**config.mk**
```make
export PLATFORM = sky130hd
export DESIGN_NAME = mopz_front
export DESIGN_NICKNAME = d
export VERILOG_FILES = /design/src/rtl/mopz_pkg.sv /design/src/rtl/mopz_front.sv
export SDC_FILE = /design/constraint.sdc
export NUM_CORES = 1
export LEC_CHECK = 0
export BUFFER_PORTS_ARGS = -buffer_cell sky130_fd_sc_hd__buf_2
export CAP_MARGIN = 25
export CORE_ASPECT_RATIO = 0.9
export CORE_MARGIN = 4
export CORE_UTILIZATION = 35
export CTS_BUF_LIST = sky130_fd_sc_hd__clkbuf_16
export DETAILED_ROUTE_END_ITERATION = 7
export HOLD_SLACK_MARGIN = 0.15
export PLACE_DENSITY = 0.56
export SYNTH_ARGS = -nofsm -noshare
export SYNTH_HDL_FRONTEND = slang
export SYNTH_SLANG_ARGS = --single-unit
```
**constraint.sdc**
```tcl
create_clock -name clk -period 9.2 [get_ports clk]
set_clock_uncertainty 0.2 [all_clocks]
set_input_delay 0.46 -clock clk [delete_from_list [all_inputs] [get_ports clk]]
set_output_delay 0.46 -clock clk [all_outputs]
set_load 0.05 [all_outputs]
```
**src/rtl/mopz_pkg.sv**
```systemverilog
`timescale 1ns / 1ps
`default_nettype none

package mopz_pkg;

    localparam int PIXEL_FRAC_BITS = 4;
    localparam int REG_W     = 12;
    localparam int NUM_REGS  = 8;
    localparam int IDX_W     = 4;
    localparam int PROD_W    = 2 * REG_W;
    localparam int EST_W     = PROD_W + 1;
    localparam int DIST_W    = 25;

    localparam logic signed [EST_W-1:0] NO_ESTIMATE_MM = -EST_W'(1000);
    localparam logic signed [DIST_W-1:0] ZONE_CRITICAL_MM = DIST_W'(3000);
    localparam logic signed [DIST_W-1:0] ZONE_WARNING_MM  = DIST_W'(10000);
    localparam logic signed [DIST_W-1:0] ZONE_CAUTION_MM  = DIST_W'(20000);
    localparam logic [7:0] ORANGE_GREEN = 8'd166;

    // Register indexes
    localparam logic [IDX_W-1:0] REG_FOCAL   = 4'd0;
    localparam logic [IDX_W-1:0] REG_CAM     = 4'd1;
    localparam logic [IDX_W-1:0] REG_IMG     = 4'd2;
    localparam logic [IDX_W-1:0] REG_CLASS0  = 4'd3;
    localparam logic [IDX_W-1:0] REG_CLASS1  = 4'd4;
    localparam logic [IDX_W-1:0] REG_CLASS2  = 4'd5;
    localparam logic [IDX_W-1:0] REG_CLASS3  = 4'd6;
    localparam logic [IDX_W-1:0] REG_DEFAULT = 4'd7;

    typedef enum logic [1:0] {
        ZONE_CRITICAL = 2'd0,
        ZONE_WARNING  = 2'd1,
        ZONE_CAUTION  = 2'd2,
        ZONE_SAFE     = 2'd3
    } zone_t;

    typedef struct packed {
        logic [REG_W-1:0] focal_px;
        logic [REG_W-1:0] camera_height_mm;
        logic [REG_W-1:0] image_height_px;
        logic [REG_W-1:0] class0_height_mm;
        logic [REG_W-1:0] class1_height_mm;
        logic [REG_W-1:0] class2_height_mm;
        logic [REG_W-1:0] class3_height_mm;
        logic [REG_W-1:0] default_height_mm;
    } cfg_t;

    localparam cfg_t CFG_RESET = '{
        focal_px:          12'd700,
        camera_height_mm:  12'd1200,
        image_height_px:   12'd360,
        class0_height_mm:  12'd1500,
        class1_height_mm:  12'd1200,
        class2_height_mm:  12'd1700,
        class3_height_mm:  12'd1000,
        default_height_mm: 12'd1500
    };

endpackage

`default_nettype wire

```
**src/rtl/mopz_front.sv**
```systemverilog
`timescale 1ns / 1ps
`default_nettype none

module mopz_front #(
    parameter int FRAC = 4,
    parameter int NW   = 28,
    parameter int DW   = 16
) (
    input  wire logic             clk,
    input  wire logic             en,
    input  wire logic [7:0]       obj_class,
    input  wire logic [15:0]      box_top,
    input  wire logic [15:0]      box_height,
    input  wire mopz_pkg::cfg_t   cfg,
    output logic      [NW-1:0]    pin_num,
    output logic      [DW-1:0]    pin_den,
    output logic                  pin_bad,
    output logic      [NW-1:0]    gnd_num,
    output logic      [DW-1:0]    gnd_den,
    output logic                  gnd_bad
);
    import mopz_pkg::*;

    localparam int IMG_W = REG_W + FRAC;
    localparam int DFW   = ((IMG_W > 17) ? IMG_W : 17) + 1;

    logic [REG_W-1:0]      real_h;
    logic [PROD_W-1:0]     pin_prod;
    logic [PROD_W-1:0]     gnd_prod;
    logic [16:0]           bottom;
    logic signed [DFW-1:0] ydiff;

    // Real height by class
    always_comb
    begin
        case (obj_class)
            8'd0:    real_h = cfg.class0_height_mm;
            8'd1:    real_h = cfg.class1_height_mm;
            8'd2:    real_h = cfg.class2_height_mm;
            8'd3:    real_h = cfg.class3_height_mm;
            default: real_h = cfg.default_height_mm;
        endcase
    end

    // Products and ground divisor
    always_comb
    begin
        pin_prod = PROD_W'(real_h) * PROD_W'(cfg.focal_px);
        gnd_prod = PROD_W'(cfg.camera_height_mm) * PROD_W'(cfg.focal_px);
        bottom   = {1'b0, box_top} + {1'b0, box_height};
        ydiff    = signed'(DFW'(cfg.image_height_px) << FRAC) - signed'(DFW'(bottom));
    end

    // Stage register
    always_ff @(posedge clk)
    begin
        if (en)
        begin
            pin_num <= NW'(pin_prod) << FRAC;
            gnd_num <= NW'(gnd_prod) << FRAC;
            pin_den <= DW'(box_height);
            pin_bad <= {1'b0, box_height} < (17'd1 << FRAC);
            gnd_den <= ydiff[DW-1:0];
            gnd_bad <= ydiff < signed'(DFW'(1) << FRAC);
        end
    end

endmodule

`default_nettype wire

```
# After elaboration in Yosys (flattened, before gate mapping)
# Cells that the tools add are included.
# Widths: inputs -> output; s select.
# totals
ff_bits	82
inputBits	138
out_inout_bits	90
wordCells	17
# classes
n_addsub	2
multipliers	2
magnitude_cmp	2
eq_ne	3
muxes	1
n_reduce_logical	1
# ops
operator	count
$mul 12x12->24	2
$pmux 12 s4	1
$lt 18x6->1 const B	1
$sub 16x17->18	1
$add 16x16->17	1
$eq 8x2->1 const B	2
$lt 16x5->1 const B	1
$eq 8x1->1 const B	1
$logic_not 8->1	1

# Depth between registers and ports, before layout
# Gate-level depths: netlist of run 1.
# logic_depth
depth_word	3
depth_mapped	25
mapped_depth_nobuf	23

# Worst setup path before layout of run 1
# No wires, ideal clock.
# synth_timing
kind	input to register
from	input port obj_class[0]
to	register pin_num[27] (data pin)
setup_time_ns	0.260
t_arrival_ns	6.774
required_ns	8.740
path_slack_ns	1.966
stages	21
n_path_buf	2
path_cell_list	buf_1 -> mux4_2 -> mux2_2 -> clkbuf_1 -> and2_1 -> fa_1 -> fa_1 -> fa_1 -> fa_1 -> inv_1 -> fa_1 -> inv_1 -> ha_1 -> a21oi_1 -> nor2b_1 -> a41oi_1 -> o211ai_1 -> a2111oi_0 -> o31ai_1 -> a21oi_1 -> xnor2_1
# synth_via
elab_chain_len	3
elab_cells_between_ends	6
classes_between	mul: 1; eq/ne: 3; mux: 1; reduce/logical: 1
# synth_rtl
element	line_no	rtl
from (decl)	mopz_front.sv:11	input wire logic [7:0] obj_class,
$eq 8x2->1 (tied with other cells)	mopz_front.sv:36	case (obj_class)
$pmux 12 s4 (*)	mopz_front.sv:36	
$mul 12x12->24 (*)	mopz_front.sv:48	pin_prod = PROD_W'(real_h) * PROD_W'(cfg.focal_px);
via pin_prod[23]	mopz_front.sv:28	logic [PROD_W-1:0] pin_prod;
to (signal assigned)	mopz_front.sv:59	pin_num <= NW'(pin_prod) << FRAC;
to (decl)	mopz_front.sv:15	output logic [NW-1:0] pin_num,
# Mark *: on every way through the listed nets, which the timed path passes. The rest lies on a longest branch.
# A chain may end at the register's enable or synchronous reset.

# Worst setup path in the final report of run 1
# Same ends and word-level chain as after synthesis.

==> flow_summary.json, run 1 <==
{
  "status": "finished, final reports clean",
  "p_seq_share_pct": 16.3,
  "period_needed_ns": 7.36,
  "worstHoldEndpoint": "gnd_den[0]",
  "stdcell_count": 2043,
  "postCtsSetupBuffers": 0,
  "dpl.cell_count": 2010,
  "clkTransAtPathRegs_ns": 0.07,
  "cp_common_cell": "fa_1",
  "num_vias": 9836,
  "die-height_um": 193,
  "hold_violations": 0,
  "grt_pass1_wl_mm": 54.0,
  "drt_iter0_drc": 462,
  "dr.pass1.iters": 5,
  "power.switching_w": 0.00228,
  "io_pins": 228,
  "crit_chain": "buf_2, mux4_2, mux2_2, and2_1, fa_1, fa_1, fa_1, fa_1, inv_1, fa_1, inv_1, ha_1, a21oi_1, nor2b_1, a41oi_1, o211ai_1, a2111oi_0, o31ai_1, a21oi_1, xnor2_1",
  "worstSetupStartpointType": "input port",
  "drc": 0,
  "critPathSlowestCell": "a2111oi_0",
  "tns_ns": 0,
  "wl_per_cell_um": 15.9,
  "synth.top_cells.by_count": "289 x inv_1, 213 x fa_1, 198 x nand2_1",
  "dp_slack_ns": 1.48,
  "cts_resized": 0,
  "syn_inst": 1361,
  "endpoint_kind": "register",
  "grt_pass1_vias": 10800,
  "leakagePower_nw": 7.63,
  "synth_top_cell_area_share_pct": 32.0,
  "required_ns": 9.13,
  "ys_types": 54,
  "cts_inserted_buffers": 9,
  "sw_frac_of_total_pct": 50.9,
  "antenna_found_initial": 5,
  "setup_ws_ns": 1.84,
  "gp_congestion": 0.841,
  "crit_buf_inv": 3,
  "arrival_ns": 7.29,
  "clk_path_buf_depth": 2,
  "nets": 2048,
  "core_area_mm2": 0.0374,
  "hold_ws_ns": 0.258,
  "overflow": 0,
  "h-tree-depth": 3,
  "synth_area_leaders": "fa_1 32%, edfxtp_1 19%, ha_1 13%",
  "synth_top_cell_by_area": "fa_1",
  "dpl.hpwl_mm": 26.5,
  "seq_area_frac_synth_pct": 18.5,
  "avgViaCountPerCell": 4.81,
  "ctsHoldBuffers": 16,
  "p_comb_share_pct": 75.7,
  "critPathTopFamily": "adder cells",
  "syn_area_per_cell_um2": 9.78,
  "cap_violations": 0,
  "synth_top_flop_cell": "edfxtp_1",
  "path_class": "input port to register",
  "power.density_mw_per_mm2": 294,
  "ant_nets": 0,
  "ys_warn_count": 0,
  "cts_sinks": 82,
  "synth_seq_cells": 82,
  "async_flop_share_pct": 0,
  "mappedNetlistArea_mm2": 0.0133,
  "placed_area_mm2": 0.0148,
  "root_buffer": "clkbuf_16",
  "setup_violations": 0,
  "drt_wl_total_mm": 32.5,
  "fin_crit_sh_pct": 80.0,
  "internal_power_w": 0.00220,
  "grt_max_degree": 66,
  "rows": 67,
  "slew_violations": 0,
  "yosysMostFrequentCell": "inv_1",
  "final_area_mm2": 0.0152,
  "cts_tree": "yes",
  "critPathMaxFanout": 12,
  "io_buffer_count": 219,
  "area_growth_pct": 14.4,
  "worstHoldStart": "box_top[0]",
  "drive_gt1_share_pct": 17.3,
  "worst_pin_slew_ns": 0.991,
  "slowest_delay_ns": 0.89,
  "hp-class": "input port to register",
  "initial_utilization_pct": 35.6,
  "clkPwrFrac_pct": 8.1,
  "die_w_um": 214,
  "hold_depth": 3,
  "rsz0062_at_grt": "false",
  "track_usage_pct": 16.5,
  "max_freq_ghz": 0.136,
  "synth-edff-count": 82,
  "die_area_mm2": 0.0412,
  "vdd_drop_max_uv": 208,
  "relSlewSlack_pct": 32.2
}
logic make-up (layout without fill, tap and decap cells):
logic type      after synthesis  count (layout)  synth area share (%)
buf+inv                     350             541                  10.1
mux                          25              25                  3.12
compound gates              119             119                  6.00
xor+xnor                     45              45                  2.96
simple gates                383             383                  13.8
other cells                   1               9                0.0282
fa+ha+maj                   356             356                  45.5
flops                        82              82                  18.5
registers in the layout, summed over array words and instances, names as in the netlist:
register,cells
pin_den,16
pin_num,24
gnd_bad,1
gnd_num,24
gnd_den,16
pin_bad,1
through the flow:
step	total power [W]	utilization (%)
2_1_floorplan	0.00340	-
3_3_place_gp	0.00412	39.5
3_5_place_dp	0.00416	39.5
4_1_cts	0.00457	40.7
5_1_grt	0.00500	40.7
6_report	0.00447	40.7
worst min-delay path, stage by stage:
cell,delay [ns]
buf_2,0.10
inv_1,0.05
ha_1,0.12
cell usage in the layout (no fill, tap or decap), types with 3 or more instances in the layout:
cell	synthesis	routed
xnor2_1	38	38
inv_1	289	289
a31oi_1	3	3
nor3_1	10	10
nor2_1	24	24
conb_1	1	8
o31ai_1	3	3
o21ai_0	19	19
a21oi_1	32	32
or4_1	3	3
buf_2	0	218
o21bai_1	5	5
edfxtp_1	82	82
nand2_1	198	198
o211ai_1	7	7
o21a_1	12	12
or2_2	3	3
nand2b_1	5	5
mux4_2	12	12
nor2b_1	5	5
and3_1	3	3
ha_1	143	143
and2_1	110	110
xor2_1	7	7
dlygate4sd3_1	0	16
nor4_1	4	4
nand4_1	4	4
a21o_1	11	11
nand3_1	7	7
mux2_2	12	12
clkbuf_16	0	9
a21boi_0	5	5
fa_1	213	213
how the worst max path moves through the flow:
stage	from	to	slack [ns]	depth (start not counted)
5_1_grt	obj_class[0]	pin_num[27]	1.52	20
6_report	obj_class[0]	pin_num[27]	1.84	20
4_1_cts	obj_class[0]	pin_num[27]	1.88	20
3_5_place_dp	obj_class[0]	pin_num[27]	1.48	20
2_1_floorplan	obj_class[0]	pin_num[27]	1.97	21
3_3_place_gp	obj_class[0]	pin_num[27]	1.62	20
cell type report:
type	count	area, µm²
Inverter	289	1080
Tap cell	483	604
Sequential cell	82	2460
Clock inverter	7	53.8
Clock buffer	9	225
Timing Repair Buffer	236	1270
Fill cell	3753	22200
Multi-Input combinational cell	936	9530
Antenna cell	1	2.50
metal layers:
metal | up-vias | share of wire, % | track usage [%]
met3 | 36 | 6.8 | 3.53
met5 | - | 0.17 | 0
met1 | 4868 | 42 | 20.6
met4 | 8 | 1.8 | 4.21
li1 | 4624 | - | -
met2 | 300 | 49 | 29.1
power by group through the flow:
stage	sequential, W	combinational, W	clock, W
2_1_floorplan	0.00115	0.00224	0
3_3_place_gp	0.000738	0.00339	0
3_5_place_dp	0.000738	0.00342	0
4_1_cts	0.000732	0.00345	0.000383
5_1_grt	0.000739	0.00387	0.000395
6_report	0.000727	0.00338	0.000361
Note: power is estimated with default switching activity, not from simulation.
==> run 2: changes to the inputs <==
==> constraint.sdc (replaced) <==
create_clock -name clk -period 7.59 [get_ports clk]
set_clock_uncertainty 0.2 [all_clocks]
set_input_delay 0.3795 -clock clk [delete_from_list [all_inputs] [get_ports clk]]
set_output_delay 0.3795 -clock clk [all_outputs]
set_load 0.05 [all_outputs]
==> run 2 against run 1 <==
  * Flip-flop and latch count unchanged
  * Worst hold slack got worse by 0.082 ns
  * Highest routed layer unchanged
  * Critical endpoint unchanged
  * Die area stayed put
  * Sequential share of layout area about the same
  * Sequential power up 21%
==> flow_summary.json, run 2 (synthesis results as in run 1) <==
{
  "die_area_mm2": 0.0412,
  "critPathTopFamily": "adder cells",
  "fin_crit_sh_pct": 88.5,
  "clk_path_buf_depth": 2,
  "grt_pass1_wl_mm": 53.3,
  "dpl.hpwl_mm": 26.7,
  "critPathMaxFanout": 12,
  "sw_frac_of_total_pct": 50.4,
  "layout_common_cells": "290 x inv_1, 218 x buf_2, 213 x fa_1, 198 x nand2_1, 143 x ha_1",
  "cts_inserted_buffers": 9,
  "relSlewSlack_pct": 45.3,
  "path_class": "input port to register",
  "postCtsSetupBuffers": 0,
  "setup_ws_ns": 0.874,
  "worstSetupStartpointType": "input port",
  "placed_area_mm2": 0.0148,
  "avgViaCountPerCell": 4.84,
  "drt_iter0_drc": 396,
  "cts_sinks": 82,
  "internal_power_w": 0.00271,
  "drt_wl_total_mm": 32.5,
  "worstHoldEndpoint": "gnd_den[0]",
  "grt_pass1_vias": 10600,
  "core_area_mm2": 0.0374,
  "final_common_cell": "inv_1",
  "power.switching_w": 0.00275,
  "power.density_mw_per_mm2": 358,
  "worst_pin_slew_ns": 0.821,
  "slowest_delay_ns": 0.56,
  "endpoint_kind": "register",
  "rsz0062_at_grt": "false",
  "hp-class": "input port to register",
  "gp_congestion": 0.859,
  "crit_buf_inv": 4,
  "ant_nets": 0,
  "final_area_mm2": 0.0153,
  "antenna_found_initial": 3,
  "hold_depth": 3,
  "clkPwrFrac_pct": 8.6,
  "vdd_drop_max_uv": 205,
  "period_needed_ns": 6.72,
  "io_pins": 228,
  "arrival_ns": 6.65,
  "crit_chain": "buf_2, nor4_1, nand2_1, mux2_2, and2_1, fa_1, fa_1, fa_1, fa_1, inv_1, fa_1, inv_1, ha_1, a21oi_1, nor2b_1, a41oi_1, o211ai_1, a2111oi_0, buf_4, o31ai_1, a21oi_1, xnor2_1",
  "root_buffer": "clkbuf_16",
  "dp_slack_ns": 0.419,
  "required_ns": 7.52,
  "drive_gt1_share_pct": 17.2,
  "cts_tree": "yes",
  "cp_common_cell": "fa_1",
  "fillCellCount": 3759,
  "critPathSlowestCell": "fa_1",
  "rows": 67,
  "max_freq_ghz": 0.149,
  "status": "finished, final reports clean",
  "num_vias": 9890,
  "tns_ns": 0,
  "hold_violations": 0,
  "h-tree-depth": 3,
  "drc": 0,
  "fin_total_pwr_w": 0.00546,
  "slew_violations": 0,
  "nets": 2050,
  "p_comb_share_pct": 75.3,
  "setup_violations": 0,
  "grt_max_degree": 61,
  "wl_per_cell_um": 15.9,
  "die-height_um": 193,
  "dr.pass1.iters": 5,
  "area_growth_pct": 14.7,
  "stdcell_count": 2045,
  "dpl.cell_count": 2012,
  "io_buffer_count": 219,
  "die_w_um": 214,
  "track_usage_pct": 16.3,
  "reg.largest.list": "gnd_num: 24 flops, pin_num: 24 flops",
  "worstHoldStart": "box_top[0]",
  "clkTransAtPathRegs_ns": 0.07,
  "p_seq_share_pct": 16.1,
  "leakagePower_nw": 7.64,
  "overflow": 0,
  "initial_utilization_pct": 35.6,
  "cap_violations": 0
}
==> run 2: cell count changes in the layout (fill, tap and decap cells not counted) <==
cell,before,now
buf_4,2,4
clkinv_2,2,0
bufinv_16,0,1
clkinv_1,0,1
inv_1,289,290
inv_8,1,0
==> run 2: what timing repair did <==
| action | in CTS | in global routing |
|---|---|---|
| resized for setup | 0 | 0 |
| endpoints found under the hold margin | 17 | 0 |
| hold buffers | 16 | 0 |
==> run 2: worst max path at each step <==
stage                  end  depth (start not counted)         start  slack [ns]
2_1_floorplan  pin_num[27]                         21  obj_class[0]        0.44
4_1_cts        pin_num[25]                         22  obj_class[5]        0.83
5_1_grt        pin_num[27]                         22  obj_class[5]        0.45
3_3_place_gp   pin_num[27]                         22  obj_class[0]        0.55
6_report       pin_num[27]                         22  obj_class[5]        0.87
3_5_place_dp   pin_num[25]                         22  obj_class[5]        0.42
==> run 2: metal layers <==
layer	up-vias	wire length [µm]	GRT usage [%]
li1	4628	-	-
met1	4921	14100	20.9
met5	-	34	0
met4	4	597	4.26
met2	301	15600	28.3
met3	36	2070	3.32
==> run 2: power by group through the flow <==
stage,combinational [W],clock (W),sequential (W)
6_report,0.00411,0.000468,0.000879
5_1_grt,0.00468,0.000505,0.000895
4_1_cts,0.00419,0.000494,0.000884
3_5_place_dp,0.00416,0,0.000890
3_3_place_gp,0.00413,0,0.000891
2_1_floorplan,0.00272,0,0.00140
==> run 2: stage by stage <==
stage / hold slack [ns] / utilization (%)
floorplan: 0.278 / -
CTS: 0.152 / 40.8
global route: 0.185 / 40.8
finish: 0.176 / 40.8
detailed placement: 0.377 / 39.6
global placement: 0.376 / 39.6
==> run 2: layout make-up <==
type / instances / area [µm²] / area share [%]
well taps: 483 / 604 / 3.96
clock buffers: 9 / 225 / 1.48
flip-flops and latches: 82 / 2460 / 16.1
repair buffers: 238 / 1280 / 8.40
inverters: 289 / 1080 / 7.11
multi-input cells: 936 / 9530 / 62.4
clock inverters: 7 / 70.1 / 0.459
diodes: 1 / 2.50 / 0.0164
==> run 2: worst min-delay path, stage by stage <==
cell and delay (ns):
buf_2 0.10, inv_1 0.05, ha_1 0.12
==> run 3: changes to the inputs <==
--- a/config.mk
+++ b/config.mk
@@ -9,11 +9,11 @@
 export CAP_MARGIN = 25
 export CORE_ASPECT_RATIO = 0.9
 export CORE_MARGIN = 4
-export CORE_UTILIZATION = 35
+export CORE_UTILIZATION = 25
 export CTS_BUF_LIST = sky130_fd_sc_hd__clkbuf_16
 export DETAILED_ROUTE_END_ITERATION = 7
 export HOLD_SLACK_MARGIN = 0.15
-export PLACE_DENSITY = 0.56
+export PLACE_DENSITY = 0.44
 export SYNTH_ARGS = -nofsm -noshare
 export SYNTH_HDL_FRONTEND = slang
 export SYNTH_SLANG_ARGS = --single-unit
==> run 3 against run 2 <==
  * Worst hold slack improved by 0.14 ns
  * Routed wire length is 7.2% higher
  * Largest cell class unchanged
  * Global-route usage decreased by 3.7 points
  * Flip-flop and latch count stayed put
  * Clock-buffer cell count stayed put
  * Die area is 38% higher
  * Cell area is 1.6% higher
  * Combinational power hardly changed
  * Via count is 1.1% lower
  * Critical endpoint is now pin_num[25]
  * Power rose by 0.16%
  * Utilization fell by 11 points
==> flow_summary.json, run 3 (synthesis results as in run 1) <==
{
  "rsz0062_at_grt": "false",
  "die_area_mm2": 0.0570,
  "relSlewSlack_pct": 47.8,
  "reg.largest.list": "gnd_num: 24 flops, pin_num: 24 flops",
  "vdd_drop_max_uv": 222,
  "die_w_um": 251,
  "clkTransAtPathRegs_ns": 0.08,
  "io_buffer_count": 219,
  "drc": 0,
  "dpl.hpwl_mm": 28.4,
  "crit_chain": "buf_2, mux4_2, mux2_2, and2_1, fa_1, fa_1, fa_1, fa_1, inv_1, fa_1, inv_1, ha_1, a21oi_1, nor2b_1, a41oi_1, o211ai_1, a2111oi_0, buf_4, o31ai_1, a21oi_1, xnor2_1",
  "grt_use_met2_pct": 21.3,
  "p_comb_share_pct": 75.7,
  "antenna_found_initial": 4,
  "grt_pass1_vias": 10500,
  "worstHoldEndpoint": "pin_num[26]",
  "critPathSlowestCell": "mux4_2",
  "cts_resized": 0,
  "slew_violations": 0,
  "nets": 2050,
  "placed_area_mm2": 0.0151,
  "required_ns": 7.53,
  "leakagePower_nw": 7.64,
  "tns_ns": 0,
  "internal_power_w": 0.00269,
  "initial_utilization_pct": 25.5,
  "cts_sinks": 82,
  "fillCellCount": 5520,
  "crit_buf_inv": 4,
  "final_area_mm2": 0.0155,
  "sw_frac_of_total_pct": 50.8,
  "status": "finished, final reports clean",
  "grt_pass1_wl_mm": 56.4,
  "final_common_cell": "inv_1",
  "postCtsSetupBuffers": 0,
  "slowest_delay_ns": 0.56,
  "cts_inserted_buffers": 9,
  "drt_wl_total_mm": 34.8,
  "dr.pass1.iters": 4,
  "layout_common_cells": "290 x inv_1, 218 x buf_2, 213 x fa_1, 198 x nand2_1, 143 x ha_1",
  "num_vias": 9784,
  "overflow": 0,
  "critPathTopFamily": "adder cells",
  "critPathMaxFanout": 12,
  "cap_violations": 0,
  "h-tree-depth": 3,
  "worst_pin_slew_ns": 0.774,
  "io_pins": 228,
  "max_freq_ghz": 0.147,
  "rows": 79,
  "grt-busiest-layer": "met2",
  "clk_path_buf_depth": 2,
  "area_growth_pct": 16.5,
  "crit_start": "obj_class[0]",
  "drt_iter0_drc": 311,
  "core_area_mm2": 0.0522,
  "drive_gt1_share_pct": 17.2,
  "power.density_mw_per_mm2": 353,
  "worstSetupStartpointType": "input port",
  "p_seq_share_pct": 16.2,
  "hold_violations": 0,
  "use_met3_pct": 3.31,
  "cts_tree": "yes",
  "path_class": "input port to register",
  "grt_max_degree": 54,
  "power.switching_w": 0.00278,
  "grtUsageMet1_pct": 16.4,
  "worstHoldStart": "en",
  "clkPwrFrac_pct": 8.1,
  "wl_per_cell_um": 15.5,
  "ant_nets": 0,
  "root_buffer": "clkbuf_16",
  "arrival_ns": 6.75,
  "setup_violations": 0,
  "avgViaCountPerCell": 4.35,
  "gp_congestion": 0.825,
  "die-height_um": 227,
  "period_needed_ns": 6.81,
  "track_usage_pct": 12.6,
  "cp_common_cell": "fa_1",
  "hold_depth": 1,
  "hp-class": "input port to register",
  "endpoint_kind": "register",
  "fin_crit_sh_pct": 89.7
}
[run 3: cell types whose count changed in the layout (fill, tap and decap cells not counted)]
cell,change
clkinv_1,-1
clkinv_4,-1
inv_8,+1
clkinv_2,+1
inv_6,+1
buf_4,-1
dlygate4sd3_1,+1
bufinv_16,-1
[run 3: layout make-up]
type | instances | area [µm²] | area share [%]
multi-input cells | 936 | 9530 | 61.5
flip-flops and latches | 82 | 2460 | 15.9
repair buffers | 238 | 1280 | 8.28
inverters | 289 | 1080 | 7.00
well taps | 688 | 861 | 5.55
clock buffers | 9 | 225 | 1.45
clock inverters | 7 | 52.6 | 0.339
diodes | 1 | 2.50 | 0.0161
[run 3: timing repair]
| item | 4_1_cts | 5_1_grt |
|---|---|---|
| endpoints found under the setup margin | 0 | 0 |
| endpoints found under the hold margin | 17 | 0 |
| hold buffers | 17 | 0 |
[run 3: how the worst max path moves through the flow]
stage,to,slack (ns),depth (start not counted)
after floorplan,pin_num[27],0.44,21
after detailed placement,pin_num[27],0.36,21
after CTS,pin_num[25],0.78,21
after global placement,pin_num[27],0.42,21
final,pin_num[25],0.78,21
after global routing,pin_num[27],0.41,21
[run 3: layer usage]
layer / up-vias / part of all wire (%)
met5: - / 0.095
met4: 6 / 1.5
met3: 30 / 6.0
met2: 259 / 47
met1: 4862 / 45
li1: 4627 / -
[run 3: per-stage QoR]
| step | util [%] | cells | power, W | worst slack (ns) | hold slack [ns] |
|---|---|---|---|---|---|
| 4_1_cts | 29.7 | 2249 | 0.00560 | 0.781 | 0.305 |
| 5_1_grt | 29.7 | 2249 | 0.00611 | 0.413 | 0.301 |
| 3_5_place_dp | 28.8 | 2216 | 0.00508 | 0.357 | 0.380 |
| 2_1_floorplan | - | 1368 | 0.00412 | 0.436 | 0.278 |
| 3_3_place_gp | 28.8 | 2216 | 0.00508 | 0.423 | 0.379 |
| 6_report | 29.7 | 2250 | 0.00547 | 0.781 | 0.313 |
[run 3: power by group through the flow]
| stage | registers (W) | clock network (W) | logic, W |
|---|---|---|---|
| 4_1_cts | 0.000896 | 0.000481 | 0.00422 |
| 5_1_grt | 0.000904 | 0.000494 | 0.00471 |
| 2_1_floorplan | 0.00140 | 0 | 0.00272 |
| 6_report | 0.000885 | 0.000445 | 0.00414 |
| 3_5_place_dp | 0.000905 | 0 | 0.00418 |
| 3_3_place_gp | 0.000908 | 0 | 0.00417 |
